### src/hw/rtl/fsc_pkg.sv
// ----------------------------------------------------------------------------
// fsc_pkg: shared types and constants
// Request payloads, configuration bundle, opcode and mode codes for the
// feeder shot controller.
// ----------------------------------------------------------------------------
package fsc_pkg;

  // opcodes
  localparam logic [2:0] OP_TICK     = 3'd0;
  localparam logic [2:0] OP_TRIGGER  = 3'd1;
  localparam logic [2:0] OP_SET_CMD  = 3'd2;
  localparam logic [2:0] OP_SET_FRIC = 3'd3;
  localparam logic [2:0] OP_ENABLE   = 3'd4;
  localparam logic [2:0] OP_DISABLE  = 3'd5;

  // operating modes
  localparam logic [1:0] MODE_ARMING = 2'd0;
  localparam logic [1:0] MODE_READY  = 2'd1;
  localparam logic [1:0] MODE_JAMMED = 2'd2;

  // shot commands
  localparam logic [1:0] CMD_STOP   = 2'd0;
  localparam logic [1:0] CMD_SINGLE = 2'd1;
  localparam logic [1:0] CMD_CONT   = 2'd2;

  // trigger switch events
  localparam logic [1:0] TRIG_PRESSED  = 2'd1;
  localparam logic [1:0] TRIG_RELEASED = 2'd2;

  // register indexes
  localparam logic [2:0] REG_JAM_CURRENT    = 3'd0;
  localparam logic [2:0] REG_JAM_SPEED      = 3'd1;
  localparam logic [2:0] REG_JAM_CLEAR_MS   = 3'd2;
  localparam logic [2:0] REG_JAM_CONFIRM_MS = 3'd3;
  localparam logic [2:0] REG_FEED_SPEED     = 3'd4;
  localparam logic [2:0] REG_FRIC_READY     = 3'd5;
  localparam logic [2:0] REG_FRIC_FLOOR     = 3'd6;
  localparam logic [2:0] REG_FRIC_CEILING   = 3'd7;

  // feed speed write limits
  localparam logic [11:0] FEED_MIN = 12'd1000;
  localparam logic [11:0] FEED_MAX = 12'd2500;

  // register reset values
  localparam logic [14:0]        RST_JAM_CURRENT    = 15'd2000;
  localparam logic signed [15:0] RST_JAM_SPEED      = -16'sd1000;
  localparam logic [15:0]        RST_JAM_CLEAR_MS   = 16'd500;
  localparam logic [15:0]        RST_JAM_CONFIRM_MS = 16'd100;
  localparam logic [11:0]        RST_FEED_SPEED     = 12'd1500;
  localparam logic [15:0]        RST_FRIC_READY     = 16'd1200;
  localparam logic [15:0]        RST_FRIC_FLOOR     = 16'd1000;
  localparam logic [15:0]        RST_FRIC_CEILING   = 16'd2000;

  typedef struct packed {
    logic [14:0]        jam_current;
    logic signed [15:0] jam_speed;
    logic [15:0]        jam_clear_ms;
    logic [15:0]        jam_confirm_ms;
    logic [11:0]        feed_speed;
    logic [15:0]        fric_ready_speed;
    logic [15:0]        fric_floor;
    logic [15:0]        fric_ceiling;
  } cfg_t;

  typedef struct packed {
    logic [2:0]         opcode;
    logic [31:0]        now_ms;
    logic [1:0]         trigger_event;
    logic signed [15:0] motor_current;
    logic [1:0]         command;
    logic [15:0]        shot_request;
    logic [15:0]        fric_target_a;
    logic [15:0]        fric_target_b;
  } in_item_t;

  typedef struct packed {
    logic signed [15:0] feed_speed_target;
    logic               feed_enable;
    logic [15:0]        fric_out_a;
    logic [15:0]        fric_out_b;
    logic [1:0]         mode;
    logic [1:0]         command_now;
    logic [31:0]        shots_fired;
  } out_item_t;

endpackage

### src/hw/rtl/fsc_cfg.sv
// ----------------------------------------------------------------------------
// fsc_cfg: configuration register file
// APB-style write/read port holding the jam, feed and friction settings.
// ----------------------------------------------------------------------------
module fsc_cfg (
  input  logic               clk_i,
  input  logic               rst_ni,
  input  logic               psel,
  input  logic               penable,
  input  logic               pwrite,
  input  logic [4:0]         paddr,
  input  logic [31:0]        pwdata,
  output logic [31:0]        prdata,
  output logic               pready,
  output fsc_pkg::cfg_t      cfg_o
);

  fsc_pkg::cfg_t cfg_q, cfg_d;
  logic [2:0]    idx;
  logic          wr_en;
  logic [11:0]   feed_raw;
  logic [11:0]   feed_clamped;

  assign idx    = paddr[4:2];
  assign wr_en  = psel && penable && pwrite;
  assign pready = 1'b1;

  assign feed_raw     = pwdata[11:0];
  assign feed_clamped = (feed_raw < fsc_pkg::FEED_MIN) ? fsc_pkg::FEED_MIN :
                        (feed_raw > fsc_pkg::FEED_MAX) ? fsc_pkg::FEED_MAX : feed_raw;

  always_comb begin
    cfg_d = cfg_q;
    if (wr_en) begin
      case (idx)
        fsc_pkg::REG_JAM_CURRENT:    cfg_d.jam_current      = pwdata[14:0];
        fsc_pkg::REG_JAM_SPEED:      cfg_d.jam_speed        = $signed(pwdata[15:0]);
        fsc_pkg::REG_JAM_CLEAR_MS:   cfg_d.jam_clear_ms     = pwdata[15:0];
        fsc_pkg::REG_JAM_CONFIRM_MS: cfg_d.jam_confirm_ms   = pwdata[15:0];
        fsc_pkg::REG_FEED_SPEED:     cfg_d.feed_speed       = feed_clamped;
        fsc_pkg::REG_FRIC_READY:     cfg_d.fric_ready_speed = pwdata[15:0];
        fsc_pkg::REG_FRIC_FLOOR:     cfg_d.fric_floor       = pwdata[15:0];
        fsc_pkg::REG_FRIC_CEILING:   cfg_d.fric_ceiling     = pwdata[15:0];
        default: ;
      endcase
    end
  end

  always_ff @(posedge clk_i or negedge rst_ni) begin
    if (!rst_ni) begin
      cfg_q.jam_current      <= fsc_pkg::RST_JAM_CURRENT;
      cfg_q.jam_speed        <= fsc_pkg::RST_JAM_SPEED;
      cfg_q.jam_clear_ms     <= fsc_pkg::RST_JAM_CLEAR_MS;
      cfg_q.jam_confirm_ms   <= fsc_pkg::RST_JAM_CONFIRM_MS;
      cfg_q.feed_speed       <= fsc_pkg::RST_FEED_SPEED;
      cfg_q.fric_ready_speed <= fsc_pkg::RST_FRIC_READY;
      cfg_q.fric_floor       <= fsc_pkg::RST_FRIC_FLOOR;
      cfg_q.fric_ceiling     <= fsc_pkg::RST_FRIC_CEILING;
    end else begin
      cfg_q <= cfg_d;
    end
  end

  always_comb begin
    case (idx)
      fsc_pkg::REG_JAM_CURRENT:    prdata = {17'd0, cfg_q.jam_current};
      fsc_pkg::REG_JAM_SPEED:      prdata = {{16{cfg_q.jam_speed[15]}}, cfg_q.jam_speed};
      fsc_pkg::REG_JAM_CLEAR_MS:   prdata = {16'd0, cfg_q.jam_clear_ms};
      fsc_pkg::REG_JAM_CONFIRM_MS: prdata = {16'd0, cfg_q.jam_confirm_ms};
      fsc_pkg::REG_FEED_SPEED:     prdata = {20'd0, cfg_q.feed_speed};
      fsc_pkg::REG_FRIC_READY:     prdata = {16'd0, cfg_q.fric_ready_speed};
      fsc_pkg::REG_FRIC_FLOOR:     prdata = {16'd0, cfg_q.fric_floor};
      fsc_pkg::REG_FRIC_CEILING:   prdata = {16'd0, cfg_q.fric_ceiling};
      default:                     prdata = 32'd0;
    endcase
  end

  assign cfg_o = cfg_q;

  // feed speed always inside its legal window
  assert property (@(posedge clk_i) disable iff (!rst_ni)
    (cfg_q.feed_speed >= fsc_pkg::FEED_MIN) && (cfg_q.feed_speed <= fsc_pkg::FEED_MAX))
    else $error("feed speed outside limits");

  // settings change only through a completed write
  assert property (@(posedge clk_i) disable iff (!rst_ni)
    !$past(wr_en) |-> $stable(cfg_q))
    else $error("config changed without write");

  assert property (@(posedge clk_i) disable iff (!rst_ni)
    pready)
    else $error("pready dropped");

endmodule

### src/hw/rtl/fsc_core.sv
// ----------------------------------------------------------------------------
// fsc_core: controller state and per-request update
// Holds feeder/friction state and computes the next state for one request.
// ----------------------------------------------------------------------------
module fsc_core (
  input  logic                 clk_i,
  input  logic                 rst_ni,
  input  logic                 step_i,
  input  fsc_pkg::in_item_t    item_i,
  input  fsc_pkg::cfg_t        cfg_i,
  output fsc_pkg::out_item_t   res_o
);

  logic [1:0]  mode_q, mode_d;
  logic [1:0]  cmd_q, cmd_d;
  logic [31:0] shot_cnt_q, shot_cnt_d;
  logic [31:0] shot_goal_q, shot_goal_d;
  logic        jam_pend_q, jam_pend_d;
  logic [31:0] jam_start_q, jam_start_d;
  logic [31:0] jam_decl_q, jam_decl_d;
  logic [15:0] spd_q, spd_d;
  logic [15:0] goal_a_q, goal_a_d, goal_b_q, goal_b_d;
  logic [15:0] lvl_a_q, lvl_a_d, lvl_b_q, lvl_b_d;
  logic        reg_on_q, reg_on_d;

  logic        fric_rdy;
  logic        trig_go;
  logic [15:0] feed_spd;
  logic        over_cur;
  logic [31:0] since_start;
  logic [31:0] since_decl;

  assign feed_spd    = {4'd0, cfg_i.feed_speed};
  assign over_cur    = item_i.motor_current > $signed({1'b0, cfg_i.jam_current});
  assign since_start = item_i.now_ms - jam_start_q;

  function automatic logic [15:0] clamp_goal(input logic [15:0] g,
                                              input logic [15:0] lo,
                                              input logic [15:0] hi);
    logic [15:0] r;
    if (g <= lo) begin
      r = lo;
    end else if (g >= hi) begin
      r = hi;
    end else begin
      r = g;
    end
    return r;
  endfunction

  always_comb begin
    mode_d      = mode_q;
    cmd_d       = cmd_q;
    shot_cnt_d  = shot_cnt_q;
    shot_goal_d = shot_goal_q;
    jam_pend_d  = jam_pend_q;
    jam_start_d = jam_start_q;
    jam_decl_d  = jam_decl_q;
    spd_d       = spd_q;
    goal_a_d    = goal_a_q;
    goal_b_d    = goal_b_q;
    lvl_a_d     = lvl_a_q;
    lvl_b_d     = lvl_b_q;
    reg_on_d    = reg_on_q;
    trig_go     = 1'b0;
    fric_rdy    = 1'b0;
    since_decl  = 32'd0;

    case (item_i.opcode)
      fsc_pkg::OP_TICK: begin
        goal_a_d = clamp_goal(goal_a_q, cfg_i.fric_floor, cfg_i.fric_ceiling);
        goal_b_d = clamp_goal(goal_b_q, cfg_i.fric_floor, cfg_i.fric_ceiling);
        // first wheel ramps first
        if (goal_a_d != lvl_a_q) begin
          lvl_a_d = (goal_a_d < lvl_a_q) ? lvl_a_q - 16'd1 : lvl_a_q + 16'd1;
        end else if (goal_b_d != lvl_b_q) begin
          lvl_b_d = (goal_b_d < lvl_b_q) ? lvl_b_q - 16'd1 : lvl_b_q + 16'd1;
        end

        if (over_cur) begin
          if (!jam_pend_q) begin
            jam_pend_d  = 1'b1;
            jam_start_d = item_i.now_ms;
          end else if (since_start > {16'd0, cfg_i.jam_confirm_ms}) begin
            jam_pend_d = 1'b0;
            jam_decl_d = item_i.now_ms;
            mode_d     = fsc_pkg::MODE_JAMMED;
          end
        end else begin
          jam_pend_d = 1'b0;
        end

        fric_rdy   = (lvl_a_d >= cfg_i.fric_ready_speed) &&
                     (lvl_b_d >= cfg_i.fric_ready_speed);
        since_decl = item_i.now_ms - jam_decl_d;

        case (mode_d)
          fsc_pkg::MODE_ARMING: spd_d = feed_spd;
          fsc_pkg::MODE_READY: begin
            if (fric_rdy) begin
              if (cmd_q == fsc_pkg::CMD_SINGLE || cmd_q == fsc_pkg::CMD_CONT) begin
                spd_d = feed_spd;
              end else if (cmd_q == fsc_pkg::CMD_STOP && shot_cnt_q < shot_goal_q) begin
                cmd_d = fsc_pkg::CMD_SINGLE;
              end
            end else begin
              cmd_d = fsc_pkg::CMD_STOP;
            end
          end
          fsc_pkg::MODE_JAMMED: begin
            spd_d   = cfg_i.jam_speed;
            trig_go = since_decl > {16'd0, cfg_i.jam_clear_ms};
          end
          default: ;
        endcase

        reg_on_d = fric_rdy;
      end
      fsc_pkg::OP_TRIGGER: trig_go = 1'b1;
      fsc_pkg::OP_SET_CMD: begin
        if (item_i.command == fsc_pkg::CMD_STOP || item_i.command == fsc_pkg::CMD_SINGLE ||
            item_i.command == fsc_pkg::CMD_CONT) begin
          cmd_d = item_i.command;
          if (item_i.command == fsc_pkg::CMD_SINGLE) begin
            shot_goal_d = shot_cnt_q + {16'd0, item_i.shot_request};
          end
        end
      end
      fsc_pkg::OP_SET_FRIC: begin
        goal_a_d = item_i.fric_target_a;
        goal_b_d = item_i.fric_target_b;
      end
      fsc_pkg::OP_ENABLE: reg_on_d = 1'b1;
      fsc_pkg::OP_DISABLE: begin
        goal_a_d    = 16'd0;
        goal_b_d    = 16'd0;
        reg_on_d    = 1'b0;
        shot_goal_d = shot_cnt_q;
      end
      default: ;
    endcase

    // trigger switch handling
    if (trig_go) begin
      if (item_i.trigger_event == fsc_pkg::TRIG_PRESSED) begin
        spd_d  = 16'd0;
        mode_d = fsc_pkg::MODE_READY;
      end else if (item_i.trigger_event == fsc_pkg::TRIG_RELEASED) begin
        spd_d  = feed_spd;
        mode_d = fsc_pkg::MODE_ARMING;
        if (cmd_q == fsc_pkg::CMD_SINGLE) begin
          shot_cnt_d = shot_cnt_q + 32'd1;
          cmd_d      = fsc_pkg::CMD_STOP;
        end
      end
    end
  end

  always_ff @(posedge clk_i or negedge rst_ni) begin
    if (!rst_ni) begin
      mode_q      <= fsc_pkg::MODE_ARMING;
      cmd_q       <= fsc_pkg::CMD_STOP;
      shot_cnt_q  <= 32'd0;
      shot_goal_q <= 32'd0;
      jam_pend_q  <= 1'b0;
      jam_start_q <= 32'd0;
      jam_decl_q  <= 32'd0;
      spd_q       <= 16'd0;
      goal_a_q    <= 16'd0;
      goal_b_q    <= 16'd0;
      lvl_a_q     <= 16'd0;
      lvl_b_q     <= 16'd0;
      reg_on_q    <= 1'b0;
    end else if (step_i) begin
      mode_q      <= mode_d;
      cmd_q       <= cmd_d;
      shot_cnt_q  <= shot_cnt_d;
      shot_goal_q <= shot_goal_d;
      jam_pend_q  <= jam_pend_d;
      jam_start_q <= jam_start_d;
      jam_decl_q  <= jam_decl_d;
      spd_q       <= spd_d;
      goal_a_q    <= goal_a_d;
      goal_b_q    <= goal_b_d;
      lvl_a_q     <= lvl_a_d;
      lvl_b_q     <= lvl_b_d;
      reg_on_q    <= reg_on_d;
    end
  end

  assign res_o.feed_speed_target = spd_d;
  assign res_o.feed_enable       = reg_on_d;
  assign res_o.fric_out_a        = lvl_a_d;
  assign res_o.fric_out_b        = lvl_b_d;
  assign res_o.mode              = mode_d;
  assign res_o.command_now       = cmd_d;
  assign res_o.shots_fired       = shot_cnt_d;

  // one wheel ramps per tick
  assert property (@(posedge clk_i) disable iff (!rst_ni)
    !((lvl_a_q != $past(lvl_a_q)) && (lvl_b_q != $past(lvl_b_q))))
    else $error("both friction levels moved at once");

  // shot counter only advances by one
  assert property (@(posedge clk_i) disable iff (!rst_ni)
    (shot_cnt_q == $past(shot_cnt_q)) || (shot_cnt_q == $past(shot_cnt_q) + 32'd1))
    else $error("shot counter jumped");

  // entering jam clears the pending flag
  assert property (@(posedge clk_i) disable iff (!rst_ni)
    (mode_q == fsc_pkg::MODE_JAMMED && $past(mode_q) != fsc_pkg::MODE_JAMMED) |-> !jam_pend_q)
    else $error("jam pending left set on jam entry");

  // state moves only on a processed request
  assert property (@(posedge clk_i) disable iff (!rst_ni)
    !$past(step_i) |-> ($stable(mode_q) && $stable(shot_cnt_q) && $stable(lvl_a_q)))
    else $error("state changed without request");

endmodule

### src/hw/rtl/feeder_shot_controller.sv
// ----------------------------------------------------------------------------
// feeder_shot_controller: projectile feeder and friction wheel controller
// Path: an accepted request waits in the input register; once processed, its
// result from the core is written to the result register and offered.
// Throughput: one request per cycle unless a result is held; out_ready_i
// reaches in_ready_o via the step term, so the input stalls in the same cycle.
// Reset: asynchronous active low; settings return to defaults, mode arming,
// command stop, counters and friction levels zero, no request in flight.
// ----------------------------------------------------------------------------
module feeder_shot_controller (
  input  logic                 clk_i,
  input  logic                 rst_ni,
  input  logic                 in_valid_i,
  output logic                 in_ready_o,
  input  fsc_pkg::in_item_t    in_item_i,
  output logic                 out_valid_o,
  input  logic                 out_ready_i,
  output fsc_pkg::out_item_t   out_item_o,
  input  logic                 psel,
  input  logic                 penable,
  input  logic                 pwrite,
  input  logic [4:0]           paddr,
  input  logic [31:0]          pwdata,
  output logic [31:0]          prdata,
  output logic                 pready
);

  fsc_pkg::cfg_t      cfg;
  fsc_pkg::in_item_t  in_item_q;
  fsc_pkg::out_item_t res;
  fsc_pkg::out_item_t out_item_q;
  logic               in_vld_q, in_vld_d;
  logic               out_vld_q, out_vld_d;
  logic               step;

  assign step       = in_vld_q && (!out_vld_q || out_ready_i);
  assign in_ready_o = !in_vld_q || step;

  always_comb begin
    in_vld_d = in_vld_q;
    if (in_ready_o) begin
      in_vld_d = in_valid_i;
    end
    out_vld_d = out_vld_q;
    if (step) begin
      out_vld_d = 1'b1;
    end else if (out_ready_i) begin
      out_vld_d = 1'b0;
    end
  end

  always_ff @(posedge clk_i or negedge rst_ni) begin
    if (!rst_ni) begin
      in_vld_q  <= 1'b0;
      out_vld_q <= 1'b0;
    end else begin
      in_vld_q  <= in_vld_d;
      out_vld_q <= out_vld_d;
    end
  end

  always_ff @(posedge clk_i) begin
    if (in_valid_i && in_ready_o) begin
      in_item_q <= in_item_i;
    end
    if (step) begin
      out_item_q <= res;
    end
  end

  fsc_cfg u_cfg (
    .clk_i   (clk_i),
    .rst_ni  (rst_ni),
    .psel    (psel),
    .penable (penable),
    .pwrite  (pwrite),
    .paddr   (paddr),
    .pwdata  (pwdata),
    .prdata  (prdata),
    .pready  (pready),
    .cfg_o   (cfg)
  );

  fsc_core u_core (
    .clk_i  (clk_i),
    .rst_ni (rst_ni),
    .step_i (step),
    .item_i (in_item_q),
    .cfg_i  (cfg),
    .res_o  (res)
  );

  assign out_valid_o = out_vld_q;
  assign out_item_o  = out_item_q;

  // input stalls only behind a held result
  assert property (@(posedge clk_i) disable iff (!rst_ni)
    !in_ready_o |-> (in_vld_q && out_vld_q && !out_ready_i))
    else $error("input stalled without backpressure");

  // a processed request always lands in the result register
  assert property (@(posedge clk_i) disable iff (!rst_ni)
    step |=> out_vld_q)
    else $error("result lost");

  // a waiting result is never dropped
  assert property (@(posedge clk_i) disable iff (!rst_ni)
    (out_vld_q && !out_ready_i) |=> out_vld_q)
    else $error("result dropped while stalled");

endmodule
### config.mk
export PLATFORM = sky130hd
export DESIGN_NAME = feeder_shot_controller
export DESIGN_NICKNAME = d
export VERILOG_FILES = /design/src/hw/rtl/fsc_pkg.sv /design/src/hw/rtl/fsc_cfg.sv /design/src/hw/rtl/fsc_core.sv /design/src/hw/rtl/feeder_shot_controller.sv
export SDC_FILE = /design/constraint.sdc
export NUM_CORES = 1
export LEC_CHECK = 0
export BUFFER_PORTS_ARGS = -buffer_cell sky130_fd_sc_hd__buf_4
export CORE_ASPECT_RATIO = 0.9
export CORE_MARGIN = 10
export CORE_UTILIZATION = 60
export DETAILED_ROUTE_END_ITERATION = 8
export PLACE_DENSITY = 0.8
export REMOVE_ABC_BUFFERS = 1
export SYNTH_ARGS = -nofsm -noshare
export SYNTH_HDL_FRONTEND = slang
export SYNTH_SLANG_ARGS = --single-unit
### constraint.sdc
create_clock -name clk_i -period 19.69 [get_ports clk_i]
set_input_delay 3.938 -clock clk_i [delete_from_list [all_inputs] [get_ports clk_i]]
set_output_delay 3.938 -clock clk_i [all_outputs]
set_load 0.01 [all_outputs]
Word-level counts from Yosys, hierarchy flattened
Index checks and enable logic that the tools add are counted.

storage, ports and cells
  bits in registers = 527

cells by class
  $add $sub $neg = 8
  order comparisons = 14
  equality and inequality tests = 24
  multiplexer cells = 64
  bitwise gates (word level) = 1
  reduce and logical (&&, ||, !) cells = 33

operator list
  kind                   count
  $mux 16                21
  $mux 32                10
  $pmux 32 s8            1
  $pmux 16 s3            3
  $ge 16x16->1           4
  $gt 32x16->1           2
  $pmux 32 s2            1
  $sub 32x32->32         2
  $mux 2                 17
  $add 16x1->16 const B  2
  $add 32x1->32 const B  1
  $add 32x16->32         1
  $le 16x16->1           2
  $lt 16x16->1           2
  $lt 32x32->1           1
  $ne 16x16->1           2
  $sub 16x1->16 const B  2
  $mux 12                2
  $reduce_and 2->1       10
  $eq 3x3->1 const B     6
  $gt 16x16->1           1
  $eq 3x2->1 const B     4
  $gt 12x12->1 const B   1
  $lt 12x10->1 const B   1
  other kinds (17)       45

Depth between registers and ports, before layout
Gate-level depths: netlist (run 1).

  depth after elaboration = 18
  gate-level depth with buffers = 54
  depth with buffers taken out = 51

Hierarchy
A second synthesis (run 1) with hierarchy kept.

unflattened totals
  cell total of the unflattened synthesis = 3376
  area total of the unflattened synthesis = 33937.5 um2

modules (own cells, without submodules)
  module                  instances  cells each  area an instance (um2)  seq. area each (um2)
  fsc_core                1          2699        22062.4                 5355.1
  fsc_cfg                 1          481         6125.9                  3135.5
  feeder_shot_controller  1          196         5749.3                  5695.5

Worst setup path before layout (run 1)
OpenSTA, ideal clock, no wires.

  kind = reg-to-reg
  start point = register u_cfg.cfg_q, in the netlist u_cfg.cfg_o[0]
  end point = register out_item_q, in the netlist out_item_o[75], data pin
  arrival = 11142 ps
  data required time = 19424 ps
  path slack = 8282 ps
  stages on the path, launching flop included = 53
  buffers on the path = 2
  clock period less this slack = 11408 ps
  cell sequence = dfrtp_1 > ha_1 > nand2b_1 > a21o_1 > a21o_1 > a21o_1 > a21o_1 > a21o_1 > a21o_1 > a21oi_1 > o31a_1 > o21ai_1 > clkbuf_1 > mux2_2 > mux2i_1 > inv_1 > ha_1 > nor2b_1 > (+17 left out) > a21oi_1 > o31ai_1 > a21oi_1 > xnor2_1 > a21boi_0 > inv_1 > ha_1 > nand3_1 > nor3_1 > o311ai_0 > a211oi_1 > nand2_1 > o21ai_0 > o21ai_1 > buf_2 > a22oi_1 > o2bb2ai_1 > nor2b_1

RTL lines
  what                    line                          source
  start, declared         fsc_cfg.sv:18                 fsc_pkg::cfg_t cfg_q, cfg_d;
  start signal, assigned  fsc_cfg.sv:60                 cfg_q <= cfg_d;
  end signal, assigned    feeder_shot_controller.sv:67  out_item_q <= res;
  end, declared           feeder_shot_controller.sv:31  fsc_pkg::out_item_t out_item_q;

Worst setup path after layout (run 1)
  start point = register in_item_q[68] (netlist name)
  end point = register u_core.spd_q[11]

between the ends
  cells in the longest elaborated chain, start to end = 12
  elaborated cells between the ends (all ways) = 22

RTL lines
  what                                                     line                          source
  start, declared                                          feeder_shot_controller.sv:29  fsc_pkg::in_item_t in_item_q;
  start signal, assigned                                   feeder_shot_controller.sv:64  in_item_q <= in_item_i;
  branches (longest 11 deep; another with $sub 32x32->32)  n/a
  $mux 16 (*)                                              fsc_core.sv:144               if (trig_go) begin
  end signal, assigned                                     fsc_core.sv:182               spd_q <= spd_d;
  end, declared                                            fsc_core.sv:21                logic [15:0] spd_q, spd_d;

Every way passes the cells marked *. The select of a mux whose other input is x is not followed.
A chain may end at the register's enable or synchronous reset.

==> results of run 1 <==
-- registers in the layout, indices dropped and copies added (netlist names) --
signal,cells
u_core.goal_a_q,16
u_core.mode_q,2
u_core.jam_pend_q,1
in_vld_q,1
out_item_o,85
u_core.shot_cnt_q,32
out_valid_o,1
u_core.jam_decl_q,32
u_core.spd_q,16
in_item_q,103
u_core.goal_b_q,16
u_core.lvl_b_q,16
u_core.cmd_q,2
u_core.reg_on_q,1
u_core.jam_start_q,32
u_core.shot_goal_q,32
u_cfg.cfg_o,123
u_core.lvl_a_q,16
-- metrics by stage --
step                       util  total power, W  cells  setup WS (ns)
after global placement    0.649         0.00378   4409           8.74
after CTS                 0.684         0.00503   4517           8.49
after global routing      0.684         0.00541   4518           7.44
final                     0.684         0.00509   4518           8.26
after floorplan               -         0.00313   3369           7.56
after detailed placement  0.649         0.00387   4409           8.55
-- worst max-delay path: cells and delay by family (launching register included) --
kind | cells | cell delay, ns
compound gates | 15 | 4.01
xor+xnor | 2 | 0.39
fa+ha+maj | 5 | 1.65
buf+inv | 3 | 0.53
flops | 1 | 0.40
mux | 1 | 0.19
simple gates | 14 | 4.12
-- cell families (layout without fill, tap and decap cells) --
family,count (synthesis),count (layout)
simple gates,949,949
fa+ha+maj,320,320
buf+inv,467,675
other cells,1,2
mux,160,160
xor+xnor,166,166
flops,527,527
compound gates,963,963
-- layout by cell type (no fill, tap or decap), types with 76 or more instances in the layout --
| cell type | n |
|---|---|
| nand2_1 | 388 |
| o21ai_0 | 347 |
| ha_1 | 315 |
| dfrtp_1 | 293 |
| inv_1 | 282 |
| buf_4 | 282 |
| a21oi_1 | 214 |
| nor2_1 | 200 |
| edfxtp_1 | 188 |
| xnor2_1 | 122 |
| mux2i_1 | 100 |
| a21o_1 | 78 |
| nand3_1 | 76 |
-- synthesized netlist by cell type, drive strengths merged (53+ instances only) --
library cell	number	area, µm²
a21o	78	586
a21oi	216	1080
clkbuf	147	552
dfrtp	293	7330
edfxtp	188	5650
ha	315	3940
inv	283	1060
mux2	53	597
mux2i	100	1000
nand2	389	1460
nand3	76	380
nor2	204	771
o21ai	355	1780
xnor2	122	1070
-- path summary, 6_finish.rpt --
| kind | to | start | cells past startpoint | slack, ns |
|---|---|---|---|---|
| max | u_core.spd_q[11] | in_item_q[68] | 40 | 8.26 |
| min | u_cfg.cfg_o[58] | u_cfg.cfg_o[58] | 2 | 0.48 |
| max reg2reg | u_core.spd_q[11] | in_item_q[68] | 40 | 8.26 |
| min reg2reg | u_cfg.cfg_o[58] | u_cfg.cfg_o[58] | 2 | 0.48 |
| max in group asynchronous | u_core.jam_start_q[14] | rst_ni | 2 | 14.80 |
| min in group asynchronous | u_core.lvl_b_q[12] | rst_ni | 1 | 3.35 |
-- where the power goes --
part	leakage, nW	switching [W]	total, W	internal [W]
clock	0.974	0.000465	0.00115	0.000684
sequential	5.92	0.000159	0.00152	0.00136
combinational	10.2	0.00144	0.00242	0.000986
total	17.1	0.00206	0.00509	0.00303
-- metal layers --
layer  GRT usage  routed length [µm]  vias to the layer above
li1            -                   -                    13000
met1       0.395               41400                    13300
met2       0.438               42900                     1280
met3      0.0542                9040                      157
met4      0.0816                2520                        0
met5           0                   0                        -
-- area by class of cell --
cell class	count	area share
tap	756	0.0249
clock buffer	73	0.0415
antenna	1	0.0000658
multi-input combinational	2559	0.465
timing repair buffer	284	0.0566
clock inverter	35	0.0108
inverter	283	0.0280
sequential	527	0.373
==> results by group, run 1 <==
Run status
  – Status: completed

Global routing
  – Grt ovf: 0
  – Largest net degree at the start of global routing: 166
  – Vias in the first global route: roughly 26000
  – Initial antenna violation count: 2
  – First-pass GRT wire length: about 150000 µm
  – Total global-route track usage: 0.281

Route
  – Vias: 27800
  – Pre-antenna DRT Iters: 6
  – Post-DR vias/cell: slightly above 6
  – WL/cell: between 20 and 25 µm
  – ANT nets after route: 0
  – DRC viols: 0
  – Initial DRC Count: between 3000 and 4000
  – Routed WL: 95800 µm

CTS
  – Clock Tree Buf Depth: 3
  – Hold Buf Count CTS: 0
  – Post-CTS setup buffers: 0
  – Worst-path clk slew: approximately 0.060 ns
  – Htree depth: 2
  – CTS Root Cell: clkbuf_16
  – CTS tree: yes
  – Clock Sinks: between 500 and 600
  – Cts repair resizes: 0
  – Worst skew pair latency: approximately 0.64 ns
  – CTS buffer count: between 50 and 60

Cells and area
  – Share of layout cells above drive strength 1: 0.139
  – Final nets: about 4200
  – Design area: between 30000 and 40000 µm²
  – Synth-to-layout area growth: 13.0%
  – Filler Cell Count: approximately 4300
  – Multi-input logic area: between 15000 and 20000 µm²
  – Storage cell area: 14200 µm²

Worst setup path
  – Crit end category: flip-flop
  – Worst EP arrival: 11.99 ns
  – WP data required: about 20 ns
  – Crit start category: flip-flop
  – Crit-path slowest cell: nor2_1
  – Critical path class: flip-flop to flip-flop
  – Max stage delay on crit path: ~0.76 ns
  – Most used cell, CP: ha_1
  – CP max FO: 27

Placement
  – Port bufs: approximately 250
  – Post-DP Area: ~36000 µm²
  – Gpl congestion: just under 1
  – DP Wirelength: 71100 µm

Floorplanning
  – Die height: approximately 240 µm
  – Row count: 82
  – Core Region: around 56000 µm²
  – Die Width: 270 µm
  – Die area: about 66000 µm²
  – Io pins: 267
  – Initial core utilization: 0.605

Synthesis
  – Seq cells post-synth: 527
  – Synth unique cells: 84
  – Synth Cell Area: approximately 34000 µm²
  – Post-synthesis sequential area ratio: 0.421
  – EDFF count, synth: 188
  – Main combinational cell family by area after synthesis: compound AO/OA/AOI/OAI gates
  – Yosys warns: 0
  – Synth Area in Compound Gates: 0.178
  – Post-synthesis simple-gate area fraction: 0.130
  – Asr flop ratio synth: 0.643
  – Mapped Cells: 3553
  – XOR/XNOR share of the synthesized area: 0.0432
  – Post-synthesis area per instance: 9.48 µm²
  – Post-synthesis adder-cell area fraction: 0.120
  – Top FF cell, synth: dfrtp_1
  – Proportion of synthesized area in mux cells: 0.0521

Timing
  – Final Hold Viols: 0
  – Fmax: between 80 and 90 MHz
  – Setup TNS: 0 ns
  – RSZ-0062 raised after global routing: no
  – Final Setup Violations: 0
  – Fin crit share: 0.581
  – Clk_skew: roughly 0.033 ns
  – Minimum clock period: 11.43 ns
  – Hold Slack: 0.476 ns
  – Fin. max-slew vios: 0
  – Worst-margin pin slew: 1.07 ns
  – Max-slew headroom: 0.290

Power
  – Leak: roughly 17 nW
  – Peak VDD IR: about 0.00012 V
  – Power density over the cells: approximately 130 nW/µm²

Job
  – Max-Cap Viols: 0

Min path
  – Hold Crit Class: flip-flop to flip-flop
Note: power is estimated with default switching activity, not from simulation.
==> inputs of run 2 (changes only) <==
ABC_AREA = 1   (was unset)
clock period = 11 ns   (was 19.69 ns; I/O delays follow)
==> run 2 against run 1 <==
Worst setup slack got worse by 7.0 ns. Largest power group unchanged. Largest cell class unchanged. Via count increased by 14%. Critical path type unchanged. Sequential cell count unchanged.
==> results by group, run 2 <==
Synthesis
  – Count leader, synth: nand2_1
  – Area leader, netlist: dfrtp_1
  – EDFF count, synth: 188 (unchanged)
  – Synth unique cells: 57 (-32%)
  – Post-synth top area share: 0.210 (-0.00736)
  – Most instantiated cells after synthesis: nand2_1, inv_1, o21ai_0, ha_1, dfrtp_1
  – Synth Cell Area: 34800 µm² (+3.5%)
  – Post-synthesis sequential area ratio: 0.407 (-0.0142)
  – Seq cells post-synth: 527 (unchanged)
  – Asr flop ratio synth: 0.643 (unchanged)
  – Top FF cell, synth: dfrtp_1
  – Post-synthesis area per instance: 7.82 µm² (-17%)
  – Synth area leaders: dfrtp_1, edfxtp_1, nand2_1, ha_1, o21ai_0
  – Yosys warns: 0 (unchanged)
  – Mapped Cells: 4454 (+25%)

Floorplanning
  – Row count: 83 (+1.2%)
  – Initial core utilization: 0.609 (+0.00351)
  – Die area: 68100 µm² (+3.2%)
  – Io pins: 267 (unchanged)
  – Core Region: 57200 µm² (+2.9%)
  – Die Width: 274 µm (+1.6%)
  – Die height: 249 µm (+1.6%)

Timing
  – Final Hold Viols: 0 (unchanged)
  – Worst Slack Setup Final: 1.23 ns (-7.03 ns)
  – Minimum clock period: 9.77 ns (-1.66 ns)
  – Fin. max-slew vios: 0 (unchanged)
  – Fin crit share: 0.889 (+0.308)
  – Setup TNS: 0 ns (unchanged)
  – RSZ-0062 raised after global routing: no
  – Max-slew headroom: 0.0584 (-0.231)
  – Fmax: 102 MHz (+17%)
  – Worst-margin pin slew: 1.40 ns (+0.332 ns)
  – Final Setup Violations: 0 (unchanged)
  – Clk_skew: 0.0364 ns (+0.00325 ns)

Cells and area
  – Synth-to-layout area growth: 12.3%
  – Filler Cell Count: 4705 (+8.7%)
  – Multi-input logic area: 18000 µm² (+1.4%)
  – Share of layout cells above drive strength 1: 0.0997 (-0.0388)
  – Design area: 39100 µm² (+2.8%)
  – Commonest non-fill, non-tap cell in the layout: nand2_1
  – Most frequent cells in the layout: nand2_1, inv_1, o21ai_0
  – Final nets: 5103 (+22%)
  – Max reg flops: 123 (unchanged)
  – Storage cell area: 14200 µm² (unchanged)

CTS
  – CTS Root Cell: clkbuf_16
  – CTS buffer count: 56 (-1.8%)
  – Cts repair resizes: 0 (unchanged)
  – Clock Tree Buf Depth: 3 (unchanged)
  – Htree depth: 2 (unchanged)
  – Clock Sinks: 527 (unchanged)
  – Worst-path clk slew: 0.07 ns (about the same)
  – Post-CTS setup buffers: 0 (unchanged)
  – Hold Buf Count CTS: 0 (unchanged)
  – CTS tree: yes
  – Worst skew pair latency: 0.65 ns (about the same)

Power
  – Clock power share: 0.172 (-0.054)
  – Sw Ratio: 0.470 (+0.0656)
  – Comb power frac: 0.568 (+0.092)
  – Switch Pwr: 0.00521 W (+150%)
  – Internal power component: 0.00587 W (+94%)
  – Leak: 18.6 nW (+9.0%)
  – Peak VDD IR: 0.000195 V (+67%)
  – Power density over the cells: 283 nW/µm² (+110%)
  – Reg power frac: 0.259 (-0.039)

Worst setup path
  – Max stage delay on crit path: 0.87 ns (+0.11 ns)
  – Worst EP arrival: 10.36 ns (-1.63 ns)
  – Worst R2R Path Depth: 48 (+20%)
  – Crit-path slowest cell: a22oi_1
  – Crit end category: flip-flop
  – CP endpoint: u_core.spd_q[8]
  – Register-to-register setup slack: 1.23 ns (-7.03 ns)
  – Critical path origin: u_cfg.cfg_o[25]
  – CP max FO: 15 (-44%)
  – Worst reg2reg startpoint: u_cfg.cfg_o[25]
  – Reg-to-Reg End: u_core.spd_q[8]
  – WP data required: 11.59 ns (-8.65 ns)
  – Crit start category: flip-flop
  – Most used cell, CP: nand2_1
  – Critical path class: flip-flop to flip-flop

Route
  – Top Layer Used: met4
  – Met3 WL: 11300 µm (+25%)
  – ANT nets after route: 0 (unchanged)
  – Met1 WL: 43900 µm (+6.0%)
  – DRC viols: 0 (unchanged)
  – Initial DRC Count: 3504 (+16%)
  – Routed WL: 101000 µm (+5.9%)
  – Vias: 31600 (+14%)
  – Post-DR vias/cell: 5.79 (-5.9%)
  – WL/cell: 18.6 µm (-12%)
  – Pre-antenna DRT Iters: 7 (+1)
  – Routed length on met2: 43700 µm (+1.9%)

Placement
  – Gpl congestion: 0.969 (+0.20%)
  – Post-DP Area: 37300 µm² (+3.3%)
  – Port bufs: 247 (unchanged)
  – DP Wirelength: 76900 µm (+8.1%)
  – Pre-CTS setup slack: 1.70 ns (-6.85 ns)

Run status
  – Status: completed

Global routing
  – Initial antenna violation count: 4 (+2)
  – First-pass GRT wire length: 159000 µm (+6.7%)
  – Largest net degree at the start of global routing: 100 (-40%)
  – Vias in the first global route: 29200 (+11%)
  – Grt ovf: 0 (unchanged)
  – Total global-route track usage: 0.290 (+0.00940)

Job
  – Max-Cap Viols: 0 (unchanged)

Min path
  – Hold Crit Class: flip-flop to flip-flop
==> run 2: layer usage <==
metal / track usage / vias up
li1: - / 15300
met1: 0.415 / 14700
met2: 0.432 / 1446
met3: 0.0684 / 149
met4: 0.0846 / 0
met5: 0 / -
==> run 2: power by group through the flow <==
stage          Combinational [W]  Sequential, W  Clock [W]
2_1_floorplan            0.00439        0.00284          0
3_3_place_gp             0.00592        0.00288          0
3_5_place_dp             0.00610        0.00290          0
4_1_cts                  0.00615        0.00286    0.00193
5_1_grt                  0.00712        0.00292    0.00201
6_report                 0.00630        0.00288    0.00191
==> run 2: logic make-up (layout without fill, tap and decap cells) <==
kind of cell    after synthesis  count (layout)  share of synthesized area
buf+inv                     700             930                     0.0791
flops                       527             527                      0.407
simple gates               1816            1816                      0.212
other cells                   1               5                   0.000108
mux                          30              30                    0.00862
xor+xnor                     99              99                     0.0249
compound gates              961             961                      0.152
fa+ha+maj                   320             320                      0.116
==> run 2: how the worst min path moves through the flow <==
stage	from	to	slack, ns	cells past startpoint
4_1_cts	u_core.spd_q[6]	u_core.spd_q[6]	0.49	2
5_1_grt	u_core.spd_q[3]	u_core.spd_q[3]	0.50	2
2_1_floorplan	u_core.spd_q[0]	u_core.spd_q[0]	0.45	2
3_3_place_gp	u_core.reg_on_q	u_core.reg_on_q	0.47	2
6_report	u_core.jam_decl_q[23]	u_core.jam_decl_q[23]	0.49	2
3_5_place_dp	u_core.spd_q[3]	u_core.spd_q[3]	0.47	2
==> run 2: per-stage QoR <==
stage / utilization / cells / power [W] / hold WS (ns)
floorplan: - / 4300 / 0.00722 / 0.449
global placement: 0.651 / 5343 / 0.00880 / 0.465
detailed placement: 0.651 / 5343 / 0.00900 / 0.469
CTS: 0.683 / 5449 / 0.0109 / 0.486
global route: 0.684 / 5452 / 0.0120 / 0.495
finish: 0.684 / 5453 / 0.0111 / 0.489
==> run 2: cell type report <==
type / count / share of cell area
clock buffers: 75 / 0.0400
multi-input cells: 3227 / 0.459
repair buffers: 278 / 0.0535
diodes: 4 / 0.000256
inverters: 546 / 0.0526
well taps: 765 / 0.0245
clock inverters: 31 / 0.00704
flip-flops and latches: 527 / 0.363
==> run 2: critical path, delay by kind of cell, from the launching register on <==
kind | cells | cell delay, ns
AOI/OAI and AO/OA | 12 | 3.83
DFF | 1 | 0.53
and+or+nand+nor | 25 | 2.86
buffers and inverters | 7 | 0.84
adders and majority gates | 4 | 1.63
